**config.mk**
```make
export PLATFORM = sky130hd
export DESIGN_NAME = battery_cell_monitor_top
export DESIGN_NICKNAME = d
export VERILOG_FILES = /design/src/rtl/core/bcm_pkg.sv /design/src/rtl/core/bcm_ctrl.sv /design/src/rtl/core/bcm_dp.sv /design/src/rtl/core/battery_cell_monitor_top.sv
export SDC_FILE = /design/constraint.sdc
export NUM_CORES = 1
export LEC_CHECK = 0
export BUFFER_PORTS_ARGS = -buffer_cell sky130_fd_sc_hd__clkbuf_2
export CAP_MARGIN = 20
export CORE_MARGIN = 8
export CORE_UTILIZATION = 40
export CTS_CLUSTER_DIAMETER = 150
export DETAILED_ROUTE_END_ITERATION = 10
export PLACE_DENSITY_LB_ADDON = 0.1
export SYNTH_ARGS = -nofsm -noshare
export SYNTH_HDL_FRONTEND = slang
export SYNTH_HIERARCHICAL = 1
export SYNTH_SLANG_ARGS = --single-unit
```
**constraint.sdc**
```tcl
create_clock -name clk -period 6.75 [get_ports clk]
set_input_delay 0.675 -clock clk [delete_from_list [all_inputs] [get_ports clk]]
set_output_delay 0.675 -clock clk [all_outputs]
set_load 0.01 [all_outputs]
```
**src/rtl/core/bcm_pkg.sv**
```systemverilog
package bcm_pkg;

    localparam int MAX_CELLS_DEFAULT = 16;
    localparam int CELL_INDEX_LIMIT  = 16;

    localparam int VOLT_W   = 13;
    localparam int TEMP_W   = 12;
    localparam int COUNT_W  = 5;
    localparam int INDEX_W  = 4;
    localparam int SUM_W    = 17;
    localparam int STATUS_W = 3;
    localparam int SOC_W    = 7;
    localparam int CFG_IDX_W  = 3;
    localparam int CFG_DATA_W = 13;

    localparam int DIV_NUM_W = 20;
    localparam int DIV_CNT_W = 5;
    localparam logic [DIV_CNT_W-1:0] DIV_STEPS = 5'd20;

    localparam logic [CFG_IDX_W-1:0] CFG_CELL_COUNT    = 3'd0;
    localparam logic [CFG_IDX_W-1:0] CFG_OVER_VOLTAGE  = 3'd1;
    localparam logic [CFG_IDX_W-1:0] CFG_UNDER_VOLTAGE = 3'd2;
    localparam logic [CFG_IDX_W-1:0] CFG_OVER_TEMP     = 3'd3;
    localparam logic [CFG_IDX_W-1:0] CFG_UNDER_TEMP    = 3'd4;
    localparam logic [CFG_IDX_W-1:0] CFG_BALANCE       = 3'd5;
    localparam logic [CFG_IDX_W-1:0] CFG_SOC_EMPTY     = 3'd6;
    localparam logic [CFG_IDX_W-1:0] CFG_SOC_FULL      = 3'd7;

    localparam logic [STATUS_W-1:0] STATUS_OK            = 3'd0;
    localparam logic [STATUS_W-1:0] STATUS_OVER_VOLTAGE  = 3'd1;
    localparam logic [STATUS_W-1:0] STATUS_UNDER_VOLTAGE = 3'd2;
    localparam logic [STATUS_W-1:0] STATUS_OVER_TEMP     = 3'd3;
    localparam logic [STATUS_W-1:0] STATUS_UNDER_TEMP    = 3'd4;

    localparam logic [COUNT_W-1:0]       RST_CELL_COUNT    = 5'd8;
    localparam logic [VOLT_W-1:0]        RST_OVER_VOLTAGE  = 13'd4200;
    localparam logic [VOLT_W-1:0]        RST_UNDER_VOLTAGE = 13'd3000;
    localparam logic signed [TEMP_W-1:0] RST_OVER_TEMP     = 12'sd600;
    localparam logic signed [TEMP_W-1:0] RST_UNDER_TEMP    = -12'sd400;
    localparam logic [VOLT_W-1:0]        RST_BALANCE       = 13'd4150;
    localparam logic [VOLT_W-1:0]        RST_SOC_EMPTY     = 13'd3200;
    localparam logic [VOLT_W-1:0]        RST_SOC_FULL      = 13'd4200;

    localparam logic [VOLT_W-1:0] VOLT_MIN_INIT = 13'h1FFF;
    localparam logic [SOC_W-1:0]  SOC_FULL_PERCENT = 7'd100;

    typedef struct packed {
        logic capture;
        logic div_start;
        logic div_sel_soc;
        logic div_step;
        logic avg_load;
        logic mul_load;
        logic soc_fix;
        logic soc_load;
        logic emit;
    } bcm_cmd_t;

    typedef struct packed {
        logic last;
        logic div_done;
        logic soc_clamp;
        logic out_free;
    } bcm_status_t;

endpackage

```
**src/rtl/core/bcm_ctrl.sv**
```systemverilog
module bcm_ctrl (
    input  logic                 clk,
    input  logic                 rst_n,
    input  logic                 in_valid,
    output logic                 in_ready,
    input  bcm_pkg::bcm_status_t status,
    output bcm_pkg::bcm_cmd_t    cmd
);

    typedef enum logic [6:0] {
        ST_IDLE      = 7'b000_0001,
        ST_EMIT      = 7'b000_0010,
        ST_AVG_START = 7'b000_0100,
        ST_AVG_DIV   = 7'b000_1000,
        ST_CHECK     = 7'b001_0000,
        ST_SOC_START = 7'b010_0000,
        ST_SOC_DIV   = 7'b100_0000
    } state_t;

    state_t state_reg;
    state_t state_next;

    always_comb
    begin
        state_next = state_reg;
        cmd        = '0;
        in_ready   = 1'b0;
        unique case (state_reg)
            ST_IDLE:
            begin
                in_ready = 1'b1;
                if (in_valid)
                begin
                    cmd.capture = 1'b1;
                    state_next  = status.last ? ST_AVG_START : ST_EMIT;
                end
            end
            ST_AVG_START:
            begin
                cmd.div_start = 1'b1;
                state_next    = ST_AVG_DIV;
            end
            ST_AVG_DIV:
            begin
                if (status.div_done)
                begin
                    cmd.avg_load = 1'b1;
                    state_next   = ST_CHECK;
                end
                else
                begin
                    cmd.div_step = 1'b1;
                end
            end
            ST_CHECK:
            begin
                if (status.soc_clamp)
                begin
                    cmd.soc_fix = 1'b1;
                    state_next  = ST_EMIT;
                end
                else
                begin
                    cmd.mul_load = 1'b1;
                    state_next   = ST_SOC_START;
                end
            end
            ST_SOC_START:
            begin
                cmd.div_start   = 1'b1;
                cmd.div_sel_soc = 1'b1;
                state_next      = ST_SOC_DIV;
            end
            ST_SOC_DIV:
            begin
                if (status.div_done)
                begin
                    cmd.soc_load = 1'b1;
                    state_next   = ST_EMIT;
                end
                else
                begin
                    cmd.div_step = 1'b1;
                end
            end
            ST_EMIT:
            begin
                if (status.out_free)
                begin
                    cmd.emit   = 1'b1;
                    state_next = ST_IDLE;
                end
            end
            default:
            begin
                state_next = ST_IDLE;
            end
        endcase
    end

    always_ff @(posedge clk or negedge rst_n)
    begin
        if (!rst_n)
        begin
            state_reg <= ST_IDLE;
        end
        else
        begin
            state_reg <= state_next;
        end
    end

endmodule

```
**src/rtl/core/bcm_dp.sv**
```systemverilog
module bcm_dp #(
    parameter int MAX_CELLS = bcm_pkg::MAX_CELLS_DEFAULT
) (
    input  logic                                  clk,
    input  logic                                  rst_n,
    input  logic                                  cfg_write_en,
    input  logic [bcm_pkg::CFG_IDX_W-1:0]         cfg_index,
    input  logic [bcm_pkg::CFG_DATA_W-1:0]        cfg_data,
    input  logic [bcm_pkg::VOLT_W-1:0]            cell_voltage,
    input  logic signed [bcm_pkg::TEMP_W-1:0]     cell_temp,
    input  bcm_pkg::bcm_cmd_t                     cmd,
    output bcm_pkg::bcm_status_t                  status,
    output logic                                  out_valid,
    input  logic                                  out_ready,
    output logic [bcm_pkg::INDEX_W-1:0]           cell_index,
    output logic                                  balance_request,
    output logic                                  scan_done,
    output logic [bcm_pkg::STATUS_W-1:0]          pack_status,
    output logic [bcm_pkg::SOC_W-1:0]             state_of_charge,
    output logic [bcm_pkg::VOLT_W-1:0]            min_cell_voltage,
    output logic [bcm_pkg::VOLT_W-1:0]            max_cell_voltage
);

    localparam int VW = bcm_pkg::VOLT_W;
    localparam int TW = bcm_pkg::TEMP_W;
    localparam int CW = bcm_pkg::COUNT_W;
    localparam int IW = bcm_pkg::INDEX_W;
    localparam int SW = bcm_pkg::SUM_W;
    localparam int NW = bcm_pkg::DIV_NUM_W;
    localparam int CELL_CAP = (MAX_CELLS < bcm_pkg::CELL_INDEX_LIMIT) ?
                              MAX_CELLS : bcm_pkg::CELL_INDEX_LIMIT;
    localparam logic [CW-1:0] CellCap = CW'(CELL_CAP);

    logic [CW-1:0]        cell_count_reg;
    logic [VW-1:0]        over_voltage_reg;
    logic [VW-1:0]        under_voltage_reg;
    logic signed [TW-1:0] over_temp_reg;
    logic signed [TW-1:0] under_temp_reg;
    logic [VW-1:0]        balance_reg;
    logic [VW-1:0]        soc_empty_reg;
    logic [VW-1:0]        soc_full_reg;

    logic [IW-1:0]                  cell_counter_reg, cell_counter_next;
    logic [SW-1:0]                  voltage_sum_reg, voltage_sum_next;
    logic [VW-1:0]                  running_min_reg, running_min_next;
    logic [VW-1:0]                  running_max_reg, running_max_next;
    logic [bcm_pkg::STATUS_W-1:0]   first_fault_reg, first_fault_next;

    logic [IW-1:0] item_index_reg;
    logic          item_balance_reg;
    logic          item_last_reg;

    logic [VW-1:0]              div_rem_reg, div_rem_next;
    logic [NW-1:0]              div_quo_reg, div_quo_next;
    logic [VW-1:0]              div_den_reg, div_den_next;
    logic [bcm_pkg::DIV_CNT_W-1:0] div_cnt_reg, div_cnt_next;

    logic [SW-1:0]              avg_reg;
    logic [NW-1:0]              num_reg;
    logic [bcm_pkg::SOC_W-1:0]  soc_reg;

    logic                        out_valid_reg, out_valid_next;
    logic [IW-1:0]               out_index_reg;
    logic                        out_balance_reg;
    logic                        out_done_reg;
    logic [bcm_pkg::STATUS_W-1:0] out_status_reg;
    logic [bcm_pkg::SOC_W-1:0]   out_soc_reg;
    logic [VW-1:0]               out_min_reg;
    logic [VW-1:0]               out_max_reg;

    logic [CW-1:0] cells_raw;
    logic [CW-1:0] cells;
    logic          last_now;
    logic [VW:0]   rem_shift;
    logic [VW:0]   rem_sub;
    logic          fits;
    logic [VW-1:0] soc_diff;
    logic          soc_low;
    logic          soc_high;

    always_comb
    begin
        cells_raw = (cell_count_reg == '0) ? CW'(1) : cell_count_reg;
        cells     = (cells_raw > CellCap) ? CellCap : cells_raw;
        last_now  = ({1'b0, cell_counter_reg} + CW'(1)) >= cells;
    end

    always_comb
    begin
        cell_counter_next = cell_counter_reg;
        voltage_sum_next  = voltage_sum_reg;
        running_min_next  = running_min_reg;
        running_max_next  = running_max_reg;
        first_fault_next  = first_fault_reg;
        if (cmd.emit && item_last_reg)
        begin
            cell_counter_next = '0;
            voltage_sum_next  = '0;
            running_min_next  = bcm_pkg::VOLT_MIN_INIT;
            running_max_next  = '0;
            first_fault_next  = bcm_pkg::STATUS_OK;
        end
        else if (cmd.capture)
        begin
            voltage_sum_next = voltage_sum_reg + SW'(cell_voltage);
            if (cell_voltage < running_min_reg)
            begin
                running_min_next = cell_voltage;
            end
            if (cell_voltage > running_max_reg)
            begin
                running_max_next = cell_voltage;
            end
            if (first_fault_reg == bcm_pkg::STATUS_OK)
            begin
                if (cell_voltage > over_voltage_reg)
                begin
                    first_fault_next = bcm_pkg::STATUS_OVER_VOLTAGE;
                end
                else if (cell_voltage < under_voltage_reg)
                begin
                    first_fault_next = bcm_pkg::STATUS_UNDER_VOLTAGE;
                end
                else if (cell_temp > over_temp_reg)
                begin
                    first_fault_next = bcm_pkg::STATUS_OVER_TEMP;
                end
                else if (cell_temp < under_temp_reg)
                begin
                    first_fault_next = bcm_pkg::STATUS_UNDER_TEMP;
                end
            end
            if (!last_now)
            begin
                cell_counter_next = cell_counter_reg + IW'(1);
            end
        end
    end

    // Restoring divider, one quotient bit per cycle.
    always_comb
    begin
        rem_shift    = {div_rem_reg, div_quo_reg[NW-1]};
        rem_sub      = rem_shift - {1'b0, div_den_reg};
        fits         = rem_shift >= {1'b0, div_den_reg};
        div_rem_next = div_rem_reg;
        div_quo_next = div_quo_reg;
        div_den_next = div_den_reg;
        div_cnt_next = div_cnt_reg;
        if (cmd.div_start)
        begin
            div_rem_next = '0;
            div_cnt_next = bcm_pkg::DIV_STEPS;
            if (cmd.div_sel_soc)
            begin
                div_quo_next = num_reg;
                div_den_next = soc_full_reg - soc_empty_reg;
            end
            else
            begin
                div_quo_next = NW'(voltage_sum_reg);
                div_den_next = VW'(cells);
            end
        end
        else if (cmd.div_step)
        begin
            div_rem_next = fits ? rem_sub[VW-1:0] : rem_shift[VW-1:0];
            div_quo_next = {div_quo_reg[NW-2:0], fits};
            div_cnt_next = div_cnt_reg - bcm_pkg::DIV_CNT_W'(1);
        end
    end

    always_comb
    begin
        soc_low  = avg_reg <= SW'(soc_empty_reg);
        soc_high = avg_reg >= SW'(soc_full_reg);
        soc_diff = avg_reg[VW-1:0] - soc_empty_reg;
    end

    always_comb
    begin
        out_valid_next = out_valid_reg;
        if (cmd.emit)
        begin
            out_valid_next = 1'b1;
        end
        else if (out_ready)
        begin
            out_valid_next = 1'b0;
        end
    end

    always_comb
    begin
        status.last      = last_now;
        status.div_done  = (div_cnt_reg == '0);
        status.soc_clamp = soc_low || soc_high;
        status.out_free  = !out_valid_reg || out_ready;
    end

    always_ff @(posedge clk or negedge rst_n)
    begin
        if (!rst_n)
        begin
            cell_count_reg    <= bcm_pkg::RST_CELL_COUNT;
            over_voltage_reg  <= bcm_pkg::RST_OVER_VOLTAGE;
            under_voltage_reg <= bcm_pkg::RST_UNDER_VOLTAGE;
            over_temp_reg     <= bcm_pkg::RST_OVER_TEMP;
            under_temp_reg    <= bcm_pkg::RST_UNDER_TEMP;
            balance_reg       <= bcm_pkg::RST_BALANCE;
            soc_empty_reg     <= bcm_pkg::RST_SOC_EMPTY;
            soc_full_reg      <= bcm_pkg::RST_SOC_FULL;
        end
        else if (cfg_write_en)
        begin
            unique case (cfg_index)
                bcm_pkg::CFG_CELL_COUNT:    cell_count_reg    <= cfg_data[CW-1:0];
                bcm_pkg::CFG_OVER_VOLTAGE:  over_voltage_reg  <= cfg_data[VW-1:0];
                bcm_pkg::CFG_UNDER_VOLTAGE: under_voltage_reg <= cfg_data[VW-1:0];
                bcm_pkg::CFG_OVER_TEMP:     over_temp_reg     <= cfg_data[TW-1:0];
                bcm_pkg::CFG_UNDER_TEMP:    under_temp_reg    <= cfg_data[TW-1:0];
                bcm_pkg::CFG_BALANCE:       balance_reg       <= cfg_data[VW-1:0];
                bcm_pkg::CFG_SOC_EMPTY:     soc_empty_reg     <= cfg_data[VW-1:0];
                bcm_pkg::CFG_SOC_FULL:      soc_full_reg      <= cfg_data[VW-1:0];
                default:                    cell_count_reg    <= cell_count_reg;
            endcase
        end
    end

    always_ff @(posedge clk or negedge rst_n)
    begin
        if (!rst_n)
        begin
            cell_counter_reg <= '0;
            voltage_sum_reg  <= '0;
            running_min_reg  <= bcm_pkg::VOLT_MIN_INIT;
            running_max_reg  <= '0;
            first_fault_reg  <= bcm_pkg::STATUS_OK;
            div_cnt_reg      <= '0;
            out_valid_reg    <= 1'b0;
        end
        else
        begin
            cell_counter_reg <= cell_counter_next;
            voltage_sum_reg  <= voltage_sum_next;
            running_min_reg  <= running_min_next;
            running_max_reg  <= running_max_next;
            first_fault_reg  <= first_fault_next;
            div_cnt_reg      <= div_cnt_next;
            out_valid_reg    <= out_valid_next;
        end
    end

    always_ff @(posedge clk)
    begin
        div_rem_reg <= div_rem_next;
        div_quo_reg <= div_quo_next;
        div_den_reg <= div_den_next;
        if (cmd.capture)
        begin
            item_index_reg   <= cell_counter_reg;
            item_balance_reg <= cell_voltage > balance_reg;
            item_last_reg    <= last_now;
        end
        if (cmd.avg_load)
        begin
            avg_reg <= div_quo_reg[SW-1:0];
        end
        if (cmd.mul_load)
        begin
            num_reg <= NW'(soc_diff) * NW'(bcm_pkg::SOC_FULL_PERCENT);
        end
        if (cmd.soc_fix)
        begin
            soc_reg <= soc_low ? '0 : bcm_pkg::SOC_FULL_PERCENT;
        end
        else if (cmd.soc_load)
        begin
            soc_reg <= div_quo_reg[bcm_pkg::SOC_W-1:0];
        end
        if (cmd.emit)
        begin
            out_index_reg   <= item_index_reg;
            out_balance_reg <= item_balance_reg;
            out_done_reg    <= item_last_reg;
            out_status_reg  <= item_last_reg ? first_fault_reg : bcm_pkg::STATUS_OK;
            out_soc_reg     <= item_last_reg ? soc_reg : '0;
            out_min_reg     <= item_last_reg ? running_min_reg : '0;
            out_max_reg     <= item_last_reg ? running_max_reg : '0;
        end
    end

    assign out_valid        = out_valid_reg;
    assign cell_index       = out_index_reg;
    assign balance_request  = out_balance_reg;
    assign scan_done        = out_done_reg;
    assign pack_status      = out_status_reg;
    assign state_of_charge  = out_soc_reg;
    assign min_cell_voltage = out_min_reg;
    assign max_cell_voltage = out_max_reg;

endmodule

```
**src/rtl/core/battery_cell_monitor_top.sv**
```systemverilog
// Battery cell monitor: one word per cell sample (voltage in mV, temperature in tenths of a
// degree) gives one result word with the cell's scan position and a balance request. The last
// cell of a scan also carries the first fault, the minimum and maximum voltage and the state of
// charge. A cell that is not the last of its scan goes from acceptance to the emit state and
// reaches the result register once that register is free; the next sample is accepted only
// after the controller has returned to idle. The last cell first passes through the shared
// restoring divider, which forms a 20-bit quotient for the average voltage and then another
// for the charge percentage. When the average lies at or outside the empty and full limits,
// the second division is skipped and the percentage is clamped to 0 or 100. A new sample is
// accepted while the previous result still waits in the output register, and its own result
// then waits until that register is free.
module battery_cell_monitor_top #(
    parameter int MAX_CELLS = bcm_pkg::MAX_CELLS_DEFAULT
) (
    input  logic                              clk,
    input  logic                              rst_n,
    input  logic                              cfg_write_en,
    input  logic [bcm_pkg::CFG_IDX_W-1:0]     cfg_index,
    input  logic [bcm_pkg::CFG_DATA_W-1:0]    cfg_data,
    input  logic                              in_valid,
    output logic                              in_ready,
    input  logic [bcm_pkg::VOLT_W-1:0]        cell_voltage,
    input  logic signed [bcm_pkg::TEMP_W-1:0] cell_temp,
    output logic                              out_valid,
    input  logic                              out_ready,
    output logic [bcm_pkg::INDEX_W-1:0]       cell_index,
    output logic                              balance_request,
    output logic                              scan_done,
    output logic [bcm_pkg::STATUS_W-1:0]      pack_status,
    output logic [bcm_pkg::SOC_W-1:0]         state_of_charge,
    output logic [bcm_pkg::VOLT_W-1:0]        min_cell_voltage,
    output logic [bcm_pkg::VOLT_W-1:0]        max_cell_voltage
);

    bcm_pkg::bcm_cmd_t    cmd;
    bcm_pkg::bcm_status_t status;

    bcm_ctrl u_ctrl (
        .clk      (clk),
        .rst_n    (rst_n),
        .in_valid (in_valid),
        .in_ready (in_ready),
        .status   (status),
        .cmd      (cmd)
    );

    bcm_dp #(
        .MAX_CELLS (MAX_CELLS)
    ) u_dp (
        .clk              (clk),
        .rst_n            (rst_n),
        .cfg_write_en     (cfg_write_en),
        .cfg_index        (cfg_index),
        .cfg_data         (cfg_data),
        .cell_voltage     (cell_voltage),
        .cell_temp        (cell_temp),
        .cmd              (cmd),
        .status           (status),
        .out_valid        (out_valid),
        .out_ready        (out_ready),
        .cell_index       (cell_index),
        .balance_request  (balance_request),
        .scan_done        (scan_done),
        .pack_status      (pack_status),
        .state_of_charge  (state_of_charge),
        .min_cell_voltage (min_cell_voltage),
        .max_cell_voltage (max_cell_voltage)
    );

endmodule
```
# Word-level counts from Yosys, hierarchy flattened
# Cells that the tools add are included.
dict set report op_classes {
  n_addsub 7
  mul 1
  order_cmp 12
  n_eq_ne 19
  mux 54
  reduce_logical 31
}
# op count
set op_table {}
lappend op_table {{two-way mux 13 bit} 7}
lappend op_table {{two-way mux 20 bit} 3}
lappend op_table {{two-way mux 7 bit} 7}
lappend op_table {{case mux 7 bit (7 select lines)} 1}
lappend op_table {{greater-than comparator 13 bit} 3}
lappend op_table {{subtractor 13 bit} 3}
lappend op_table {{two-way mux 17 bit} 2}
lappend op_table {{less-than comparator 13 bit} 2}
lappend op_table {{two-way mux 5 bit} 5}
lappend op_table {{two-way mux 3 bit} 8}
lappend op_table {{AND reduction 2 bit} 11}
lappend op_table {{multiplier 13 x 5 -> 18 bit, second input constant} 1}
lappend op_table {{adder 17 x 13 -> 17 bit} 1}
lappend op_table {{greater-or-equal comparator 17 x 13 -> 1 bit} 1}
lappend op_table {{less-or-equal comparator 17 x 13 -> 1 bit} 1}
lappend op_table {{two-way mux 1 bit} 16}
lappend op_table {{greater-or-equal comparator 14 x 13 -> 1 bit} 1}
lappend op_table {{nonzero test 2 bit} 7}
lappend op_table {{equality test 3 bit, second input constant} 4}
lappend op_table {{greater-than comparator 12 bit} 1}
lappend op_table {{less-than comparator 12 bit} 1}
lappend op_table {{two-way mux 4 bit} 3}
lappend op_table {{zero test 5 bit} 2}
lappend op_table {{inequality test 2 bit, second input constant} 5}
lappend op_table {{24 further kinds} 28}
dict set report word_totals {
  ff_bits 293
  in_bits 46
  out_inout_bits 44
  elab_cells 157
}

# Longest topological paths before layout
# Gate-level depths: netlist of the first run.
dict set report logic_depth {
  depth_word 8
  mapped_depth 21
  mapped_depth_nobuf 21
}

# Hierarchy
# Netlist of the first run, hierarchy kept.
# module n_inst cells_each area_each_um2
set modules_own_cells {}
lappend modules_own_cells {bcm_dp 1 1651 17304.1}
lappend modules_own_cells {bcm_ctrl 1 65 559.3}

# Worst setup path before layout of the first run
# Ideal clock, no wire load.
dict set report synth_timing {
  path_type {register to register}
  from {register u_dp.soc_empty_reg[1]}
  to {register u_dp.num_reg[19] (data pin)}
  setup_ps 266
  arrival_time_ps 4582
  path_slack_ps 1902
  path_stages_with_launch 21
  path_buffers 0
  period_less_slack_ps 4848
  cell_sequence {dfrtp_1 > inv_1 > ha_1 > nor2b_1 > o21ai_0 > nand2_1 > a21o_1 > a21oi_1 > o21ai_0 > xor2_1 > ha_1 > ha_1 > inv_1 > fa_1 > inv_1 > ha_1 > and3_1 > a2111oi_2 > a21oi_1 > nor4_1 > nor4bb_1}
}
dict set report synth_via {
  elab_chain_cells 2
}
# element line
set synth_rtl {}
lappend synth_rtl {{start: declaration} bcm_dp.sv:40} ;# logic [VW-1:0] soc_empty_reg;
lappend synth_rtl {{start signal: assignment} bcm_dp.sv:211} ;# soc_empty_reg <= bcm_pkg::RST_SOC_EMPTY;
lappend synth_rtl {{start signal: assignment} bcm_dp.sv:223} ;# bcm_pkg::CFG_SOC_EMPTY: soc_empty_reg <= cfg_data[VW-1:0];
lappend synth_rtl {{subtractor 13 bit} bcm_dp.sv:177} ;# soc_diff = avg_reg[VW-1:0] - soc_empty_reg;
lappend synth_rtl {{multiplier 13 x 5 -> 18 bit} bcm_dp.sv:271} ;# num_reg <= NW'(soc_diff) * NW'(bcm_pkg::SOC_FULL_PERCENT);
lappend synth_rtl {{end signal: assignment} bcm_dp.sv:271}
lappend synth_rtl {{end: declaration} bcm_dp.sv:59} ;# logic [NW-1:0] num_reg;
# No other way between the ends.
# A chain may end at the register's enable or synchronous reset.

# Worst setup path in the final report of the first run
# Ends and elaborated chain as after synthesis.

==> flow_metrics.tcl, run 1 <==
set metrics [dict create \
    synth_adder_area_share 0.155 \
    yosys-top-cells-count "ha_1 (202), inv_1 (179), edfxtp_1 (123)" \
    fmax_ghz 0.189 \
    grt_max_degree 72 \
    layout-drive-gt1-share 0.163 \
    ys_ff_latch 293 \
    core_area_um2 44100 \
    cts_made_buffers 36 \
    cp_max_fo 4 \
    use_met2 0.275 \
    rr_startpoint "u_dp/soc_empty_reg[1]$_DFFE_PN0P_" \
    cts_setup_buffers 0 \
    rsz0062_at_grt "no" \
    cts_max_path_buffers 3 \
    powerDensity_nw_per_um2 454 \
    synthCells 1716 \
    synth_top_family_by_area "adder cells" \
    clock_skew_ns 0.0142 \
    ys_types 80 \
    die_y_um 227 \
    drtIter0Drc 814 \
    fin_crit_ns 5.30 \
    die-width_um 227 \
    yosysWarnings 6 \
    routed_via_density 5.22 \
    vias 12654 \
    port_buffers 89 \
    fin_crit_sh 0.785 \
    cts_sinks 293 \
    ys_async_sr_fraction 0.536 \
    drc_errors 0 \
    yosys.area.top_type "edfxtp_1" \
    num_rows 77 \
    dp_hpwl_um 32500 \
    hold_viol 0 \
    met3_usage 0.0327 \
    synth-simple-area-share 0.134 \
    pin_count 90 \
    nets 2062 \
    final_antenna_net_count 0 \
    fillers 4202 \
    grt.busiest_layer "met2" \
    cts_resized 0 \
    grt_pass1_vias 12859 \
    gr-usage-met1 0.246 \
    finish.utilization 0.456 \
    critPathKind "reg -> reg" \
    relSlewSlack 0.257 \
    max_cap_viol_count 0 \
    synth_compound_area_frac 0.116 \
    firstDrtPassIters 5 \
    crit_arrival_ns 5.58 \
    tightest_slew_ns 1.11 \
    r2r-end "u_dp/num_reg[19]$_DFFE_PP_" \
    tns_ns 0 \
    synth_area_leaders "edfxtp_1 (21%), dfrtp_1 (15%), ha_1 (14%), dfstp_2 (7.1%), inv_1 (3.8%)" \
    reg2reg_depth 20 \
    endpoint_kind "flop" \
    cts.htree.levels 2 \
    p_leak_nw 8.85 \
    crit_path_start_kind "flop" \
    hold_path_class "in -> async" \
    wl_per_cell_um 18.3 \
    finalSetupViolCount 0 \
    synth.avg_cell_area_um2 10.4 \
    holdBufCountCts 0 \
    synth_xor_area_frac 0.0304 \
    maxSlewViolCount 0 \
    start_util 0.405 \
    largest_register_ff_count 20 \
    seq_area_frac_synth 0.445 \
    grt_pass1_wl_um 70800 \
    floorplan.die_area_um2 51700 \
    grt-ovfl-total 0 \
    area_delta_synth_final_pct 12.6 \
    synth_area_um2 17900 \
    peakVddDrop_v 0.000276 \
    synth-edff-count 123 \
    synthMostInstantiatedCell "ha_1" \
    syn-num-nets 1976 \
    ys.flop_type "edfxtp_1" \
    synth_top_area_share 0.207 \
    root_buffer "clkbuf_16" \
    path_clk_slew_ns 0.06 \
    antenna_found_initial 4 \
    status "complete, no violations" \
    reg2reg_setup_slack_ns 1.45 \
    routabilityCongestion 0.827 \
    drt_wl_total_um 44300 \
    cts_tree "yes" \
    track_usage 0.175 \
    worstPathRequired_ns 7.03 \
    insertion_delay_ns 0.55 \
    synth_mux_area_frac 0.0691 \
]
worst max path at each step:
stage	endpoint	slack, ns	cells after the start	from
2_1_floorplan	u_dp/num_reg[19]$_DFFE_PP_	1.90	20	u_dp/soc_empty_reg[1]$_DFFE_PN0P_
3_3_place_gp	u_dp/num_reg[19]$_DFFE_PP_	1.52	20	u_dp/soc_empty_reg[0]$_DFFE_PN0P_
3_5_place_dp	u_dp/num_reg[19]$_DFFE_PP_	1.47	20	u_dp/soc_empty_reg[1]$_DFFE_PN0P_
4_1_cts	u_dp/num_reg[19]$_DFFE_PP_	1.45	20	u_dp/soc_empty_reg[1]$_DFFE_PN0P_
5_1_grt	u_dp/num_reg[19]$_DFFE_PP_	1.06	20	u_dp/soc_empty_reg[0]$_DFFE_PN0P_
6_report	u_dp/num_reg[19]$_DFFE_PP_	1.45	20	u_dp/soc_empty_reg[1]$_DFFE_PN0P_
power by group:
part           internal, mW  switching [mW]  total, mW
clock network          1.06           0.784       1.84
logic                  1.98            2.45       4.43
registers              2.55           0.303       2.85
total                  5.58            3.54       9.12
worst max-delay path, stage by stage (launching register included):
cell       delay, ns
dfrtp_1         0.43
inv_1           0.09
ha_1            0.32
nor2b_1         0.14
o21ai_0         0.23
nand2_1         0.15
a21o_1          0.19
a21oi_1         0.30
o21ai_0         0.23
xor2_1          0.20
ha_1            0.32
ha_1            0.28
inv_1           0.05
fa_1            0.52
inv_1           0.04
ha_1            0.34
and3_1          0.22
a2111oi_2       0.44
a21oi_1         0.21
nor4_1          0.26
nor4bb_1        0.09
logic make-up (layout without fill, tap and decap cells):
group / Yosys count / count (layout)
AO/OA/AOI/OAI: 328 / 328
flip-flops: 293 / 293
adder cells (fa/ha/maj): 214 / 214
other: 0 / 1
buffers and inverters: 236 / 349
AND/OR/NAND/NOR: 468 / 468
multiplexers: 115 / 115
XOR/XNOR: 62 / 62
cell usage in the layout (no fill, tap or decap), types with 40 or more instances in the layout:
cell type,netlist,layout
inv_1,179,179
nor2_1,106,105
mux2i_1,54,54
clkbuf_2,0,88
nand3_1,46,46
o21ai_0,107,107
ha_1,202,202
dfrtp_1,109,109
mux2_2,59,59
a21oi_1,85,85
nand2_1,111,110
and2_1,40,40
dfstp_2,48,48
edfxtp_1,123,123
per-stage QoR:
step	std cells	cell area, µm²	setup WS [ns]	hold WS, ns	power, mW
after global routing	2421	20100	1.06	0.143	9.94
after CTS	2420	20100	1.45	0.115	9.23
after global placement	2355	19000	1.52	0.402	7.23
after detailed placement	2355	19000	1.47	0.407	7.30
after floorplan	1716	17900	1.90	0.379	6.28
final	2422	20100	1.45	0.103	9.12
layer usage:
metal	up-vias	part of all wire
met4	2	0.020
li1	6258	-
met3	60	0.047
met5	-	0.00029
met1	6098	0.49
met2	236	0.44
layout make-up:
class	instances	area [µm²]	share of cell area
clock buffer	46	970	0.0482
tap	592	741	0.0368
timing repair buffer	104	577	0.0287
clock inverter	19	136	0.00678
antenna	1	2.50	0.000124
sequential	293	7940	0.395
multi-input combinational	1187	9060	0.451
inverter	180	676	0.0336
No activity file was read; power rests on OpenSTA's default activity.
==> run 2: changes to the inputs <==
- clock period: 6.75 -> 4.6 ns (I/O delays scaled with it)
==> flow_metrics.tcl, run 2 (same netlist as run 1, synthesis figures left out) <==
set metrics [dict create \
    floorplan.die_area_um2 51700 \
    switchingPower_mw 5.77 \
    fin_crit_sh 0.991 \
    antenna_cells 0 \
    antenna_found_initial 2 \
    powerDensity_nw_per_um2 723 \
    dp_hpwl_um 33600 \
    cts_sinks 293 \
    drtIter0Drc 668 \
    finalSetupViolCount 0 \
    track_usage 0.179 \
    fmax_ghz 0.219 \
    layout-drive-gt1-share 0.211 \
    final_antenna_net_count 0 \
    die-width_um 227 \
    routabilityCongestion 0.881 \
    crit_arrival_ns 4.84 \
    fillers 4196 \
    grt-ovfl-total 0 \
    rr_startpoint "u_dp/soc_empty_reg[0]$_DFFE_PN0P_" \
    fin_crit_ns 4.56 \
    cts_max_path_buffers 3 \
    area_delta_synth_final_pct 16.5 \
    hold_viol 0 \
    critPathKind "reg -> reg" \
    rsz0062_at_grt "yes" \
    crit_end "u_dp/num_reg[19]$_DFFE_PP_" \
    worst-path-stages 20 \
    crit_path_max_incr_delay_ns 0.51 \
    power_frac_comb 0.540 \
    clock_power_share 0.180 \
    met3_usage 0.0358 \
    holdBufCountCts 0 \
    drc_errors 0 \
    largest_register_ff_count 20 \
    cp_max_fo 3 \
    layout_commonest_cell "ha_1" \
    use_met2 0.284 \
    maxSlewViolCount 0 \
    finalPower_mw 15.1 \
    place_area_um2 19300 \
    cp_top_family "adder cells" \
    drt_wl_total_um 45700 \
    port_buffers 89 \
    peakVddDrop_v 0.000482 \
    nets 2113 \
    design_area_um2 20800 \
    final_cell_mix "ha_1 (194), inv_1 (171), edfxtp_1 (123), nand2_1 (109), dfrtp_1 (109)" \
    crit_path_start_kind "flop" \
    p_sw_frac 0.383 \
    grt_pass1_wl_um 72400 \
    relSlewSlack 0.386 \
    die_y_um 227 \
    hold_path_class "in -> async" \
    path_buf_inv 3 \
    reg2reg_depth 20 \
    seq_area_um2 7940 \
    start_util 0.405 \
    seq_power_share 0.280 \
    grt.busiest_layer "met2" \
    r2r-end "u_dp/num_reg[19]$_DFFE_PP_" \
    grt_pass1_vias 13112 \
    whs_ns 0.00557 \
    reg2reg_setup_slack_ns 0.04 \
    worstPathRequired_ns 4.89 \
    placedCellCount 2396 \
    clock_skew_ns 0.0177 \
    gr-usage-met1 0.249 \
    pin_count 90 \
    cts.htree.levels 2 \
    p_int_mw 9.28 \
    status "complete, no violations" \
    crit_start "u_dp/soc_empty_reg[0]$_DFFE_PN0P_" \
    routed_via_density 5.21 \
    core_area_um2 44100 \
    wl_per_cell_um 18.5 \
    stdcell_count 2473 \
    crit_slowest_cell "fa_1" \
    tightest_slew_ns 0.921 \
    insertion_delay_ns 0.54 \
    multi_input_area_um2 9370 \
    p_leak_nw 9.16 \
    cts_made_buffers 36 \
    cts_tree "yes" \
    vias 12881 \
    grt_max_degree 89 \
    finish.utilization 0.472 \
    max_cap_viol_count 0 \
    path_clk_slew_ns 0.06 \
    endpoint_kind "flop" \
    root_buffer "clkbuf_16" \
    num_rows 77 \
    path_cells "ha_4 -> fa_2 -> nor2b_2 -> o21ai_2 -> a21boi_2 -> buf_4 -> o21ai_4 -> nor2b_4 -> xnor2_2 -> ha_1 -> ha_1 -> inv_1 -> fa_1 -> inv_2 -> ha_4 -> and3_4 -> a2111oi_4 -> a21oi_2 -> nor4_2 -> nor4bb_1" \
    firstDrtPassIters 5 \
]
run 2: final cells by class:
| cell class | instances | share of cell area |
|---|---|---|
| Timing Repair Buffer | 155 | 0.0460 |
| Multi-Input combinational cell | 1187 | 0.450 |
| Clock inverter | 15 | 0.00421 |
| Inverter | 180 | 0.0325 |
| Tap cell | 592 | 0.0356 |
| Sequential cell | 293 | 0.382 |
| Clock buffer | 51 | 0.0500 |
run 2: how the worst min path moves through the flow:
stage | start | to | slack (ns) | depth (start not counted)
finish | rst_n | u_dp/running_max_reg[5]$_DFFE_PN0P_ | 0.006 | 1
global route | rst_n | u_dp/running_max_reg[7]$_DFFE_PN0P_ | 0.05 | 1
CTS | rst_n | u_dp/running_max_reg[5]$_DFFE_PN0P_ | 0.03 | 1
detailed placement | u_dp/item_balance_reg$_DFFE_PP_ | u_dp/balance_request$_DFFE_PP_ | 0.41 | 0
global placement | u_dp/item_balance_reg$_DFFE_PP_ | u_dp/balance_request$_DFFE_PP_ | 0.41 | 0
floorplan | rst_n | u_ctrl/state_reg[1]$_DFFE_PN0P_ | 0.16 | 0
run 2: what timing repair did:
item | CTS | global route
gates cloned | 0 | 0
setup endpoints to repair | 4 | 6
buffers inserted | 2 | 9
pin swaps | 6 | 44
resized for setup | 14 | 39
run 2: metal layers:
| metal | up-vias | routed length [µm] | share of wire |
|---|---|---|---|
| met5 | - | 26 | 0.00057 |
| met4 | 4 | 843 | 0.018 |
| met3 | 62 | 2560 | 0.056 |
| met2 | 269 | 20700 | 0.45 |
| met1 | 6188 | 21600 | 0.47 |
| li1 | 6358 | - | - |
run 2: worst reg2reg max path, stage by stage, from the launching register on:
cell and delay, ns:
dfrtp_1 0.41, ha_4 0.18, fa_2 0.40, nor2b_2 0.13, o21ai_2 0.08, a21boi_2 0.14, buf_4 0.14, o21ai_4 0.08
nor2b_4 0.14, xnor2_2 0.21, ha_1 0.27, ha_1 0.28, inv_1 0.05, fa_1 0.51, inv_2 0.05, ha_4 0.23
and3_4 0.18, a2111oi_4 0.38, a21oi_2 0.13, nor4_2 0.25, nor4bb_1 0.09
run 2: stage by stage:
stage                     worst slack (ns)  setup TNS, ns
after detailed placement            -0.208         -0.401
after global routing                -0.186         -0.401
after floorplan                    0.00642              0
final                               0.0407              0
after CTS                          0.00214              0
after global placement              -0.143         -0.260
run 2: power by group through the flow:
stage,Combinational [mW],Clock [mW],Sequential [mW]
after floorplan,5.27,0,4.08
after global placement,7.11,0,4.25
after detailed placement,7.19,0,4.26
after CTS,7.49,2.80,4.21
after global routing,9.13,2.89,4.29
final,8.13,2.71,4.21
==> run 3: changes to the inputs <==
- CORE_MARGIN: 8 -> 2
==> flow_metrics.tcl, run 3 (same netlist as run 1, synthesis figures left out) <==
set metrics [dict create \
    largest_register_ff_count 20 \
    fmax_ghz 0.219 \
    start_util 0.405 \
    track_usage 0.197 \
    violations "hold timing" \
    firstDrtPassIters 4 \
    drt_wl_total_um 44900 \
    cts_max_path_buffers 3 \
    antenna_found_initial 1 \
    final_antenna_net_count 0 \
    path_buf_inv 3 \
    critPathMostFrequentCell "ha_4" \
    finalSetupViolCount 0 \
    max_cap_viol_count 0 \
    relSlewSlack 0.340 \
    die_y_um 215 \
    endpoint_kind "flop" \
    crit_slowest_cell "fa_1" \
    grt_max_degree 98 \
    design_area_um2 20900 \
    pin_count 90 \
    grt_pass1_vias 12863 \
    area_delta_synth_final_pct 17.0 \
    finalPower_mw 15.0 \
    powerDensity_nw_per_um2 720 \
    path_clk_slew_ns 0.05 \
    place_area_um2 19300 \
    hold_viol 4 \
    die-width_um 215 \
    status "complete, but fails checks" \
    insertion_delay_ns 0.56 \
    stdcell_count 2480 \
    crit_path_max_incr_delay_ns 0.54 \
    grt_pass1_wl_um 71800 \
    clock_skew_ns 0.0177 \
    cts.htree.levels 2 \
    cp_max_fo 3 \
    peakVddDrop_v 0.000450 \
    drc_errors 0 \
    final_cell_mix "ha_1 (194), inv_1 (175), edfxtp_1 (123), nand2_1 (110), dfrtp_1 (109)" \
    floorplan.die_area_um2 46400 \
    cts_made_buffers 36 \
    root_buffer "clkbuf_16" \
    tightest_slew_ns 0.990 \
    grt-ovfl-total 0 \
    rsz0062_at_grt "yes" \
    cp_top_family "adder cells" \
    drtIter0Drc 604 \
    dp_hpwl_um 32900 \
    crit_path_start_kind "flop" \
    cts_tree "yes" \
    fin_ws_ns 0.0245 \
    wl_per_cell_um 18.1 \
    maxSlewViolCount 0 \
    p_leak_nw 9.22 \
    port_buffers 89 \
    worstPathRequired_ns 4.88 \
    whs_ns -0.0218 \
    nets 2118 \
    fin_crit_sh 0.995 \
    critPathKind "reg -> reg" \
    routed_via_density 5.18 \
    core_area_um2 44100 \
    place_worst_setup_slack_ns -0.193 \
    num_rows 77 \
    placedCellCount 2396 \
    hold_path_class "in -> async" \
    fin_crit_ns 4.58 \
    cts_sinks 293 \
    crit_arrival_ns 4.86 \
    layout_commonest_cell "ha_1" \
    layout-drive-gt1-share 0.206 \
    fillers 4228 \
    routabilityCongestion 0.827 \
    path_cells "ha_4 -> nor2b_1 -> o21ai_2 -> nand2_1 -> a21o_1 -> a21oi_2 -> o21ai_2 -> xor2_1 -> buf_4 -> ha_1 -> ha_4 -> inv_2 -> fa_1 -> inv_2 -> ha_4 -> and3_4 -> a2111oi_4 -> a21oi_2 -> nor4_1 -> nor4bb_1" \
    holdBufCountCts 0 \
    vias 12858 \
]
-- run 3: cell count changes in the layout (fill, tap and decap cells not counted), sizes merged --
cell | previous run | this run
buf | 66 | 72
clkbuf | 140 | 136
bufinv | 0 | 5
diode | 0 | 2
inv | 180 | 179
clkinvlp | 2 | 1
-- run 3: worst reg2reg max path, cell delays in order, from the launching register on --
cell and delay [ns]:
edfxtp_1 0.45, ha_4 0.25, nor2b_1 0.14, o21ai_2 0.18, nand2_1 0.10, a21o_1 0.20, a21oi_2 0.16, o21ai_2 0.10
xor2_1 0.17, buf_4 0.15, ha_1 0.31, ha_4 0.28, inv_2 0.03, fa_1 0.54, inv_2 0.04, ha_4 0.21
and3_4 0.15, a2111oi_4 0.39, a21oi_2 0.12, nor4_1 0.23, nor4bb_1 0.10
-- run 3: repair_timing --
action,CTS,global route
endpoints found under the setup margin,4,8
endpoints found under the hold margin,0,0
gates resized for setup,18,15
gates cloned,0,0
pin swaps,21,24
buffers inserted,9,5
-- run 3: cell type report --
type	instances	area, µm²	share of cell area
Multi-Input combinational cell	1187	9270	0.444
Clock buffer	48	1020	0.0487
Sequential cell	293	7940	0.380
Antenna cell	2	5.00	0.000240
Timing Repair Buffer	160	1020	0.0486
Clock inverter	18	228	0.0109
Tap cell	592	741	0.0355
Inverter	180	676	0.0323
-- run 3: per-layer routing --
| layer | global-route usage | share of wire | wire length, µm |
|---|---|---|---|
| met1 | 0.276 | 0.48 | 21700 |
| met2 | 0.306 | 0.45 | 20000 |
| met3 | 0.0422 | 0.046 | 2050 |
| met4 | 0.0575 | 0.025 | 1130 |
| met5 | 0 | 0 | 0 |
-- run 3: path summary, 6_finish.rpt --
check,from,endpoint,slack (ns),cells past startpoint
worst max-delay path,u_dp/avg_reg[1]$_DFFE_PP_,u_dp/num_reg[19]$_DFFE_PP_,0.02,20
worst min-delay path,rst_n,u_dp/running_max_reg[6]$_DFFE_PN0P_,-0.02,1
worst max register to register,u_dp/avg_reg[1]$_DFFE_PP_,u_dp/num_reg[19]$_DFFE_PP_,0.02,20
worst min register to register,u_dp/item_balance_reg$_DFFE_PP_,u_dp/balance_request$_DFFE_PP_,0.42,0
max in group asynchronous,rst_n,u_dp/over_temp_reg[6]$_DFFE_PN1P_,3.48,2
min in group clk,cfg_data[12],u_dp/over_voltage_reg[12]$_DFFE_PN1P_,0.22,3
-- run 3: metrics by stage --
stage | utilization | TNS [ns]
final | 0.473 | 0
after global routing | 0.473 | -0.728
after CTS | 0.470 | 0
after detailed placement | 0.438 | -0.370
after global placement | 0.438 | -0.208
after floorplan | - | 0
-- run 3: where the power goes --
group	leakage, nW	internal (mW)	total [mW]	switching [mW]
combinational	5.53	3.80	7.84	4.04
clock	0.610	1.84	2.99	1.15
sequential	3.08	3.74	4.21	0.475
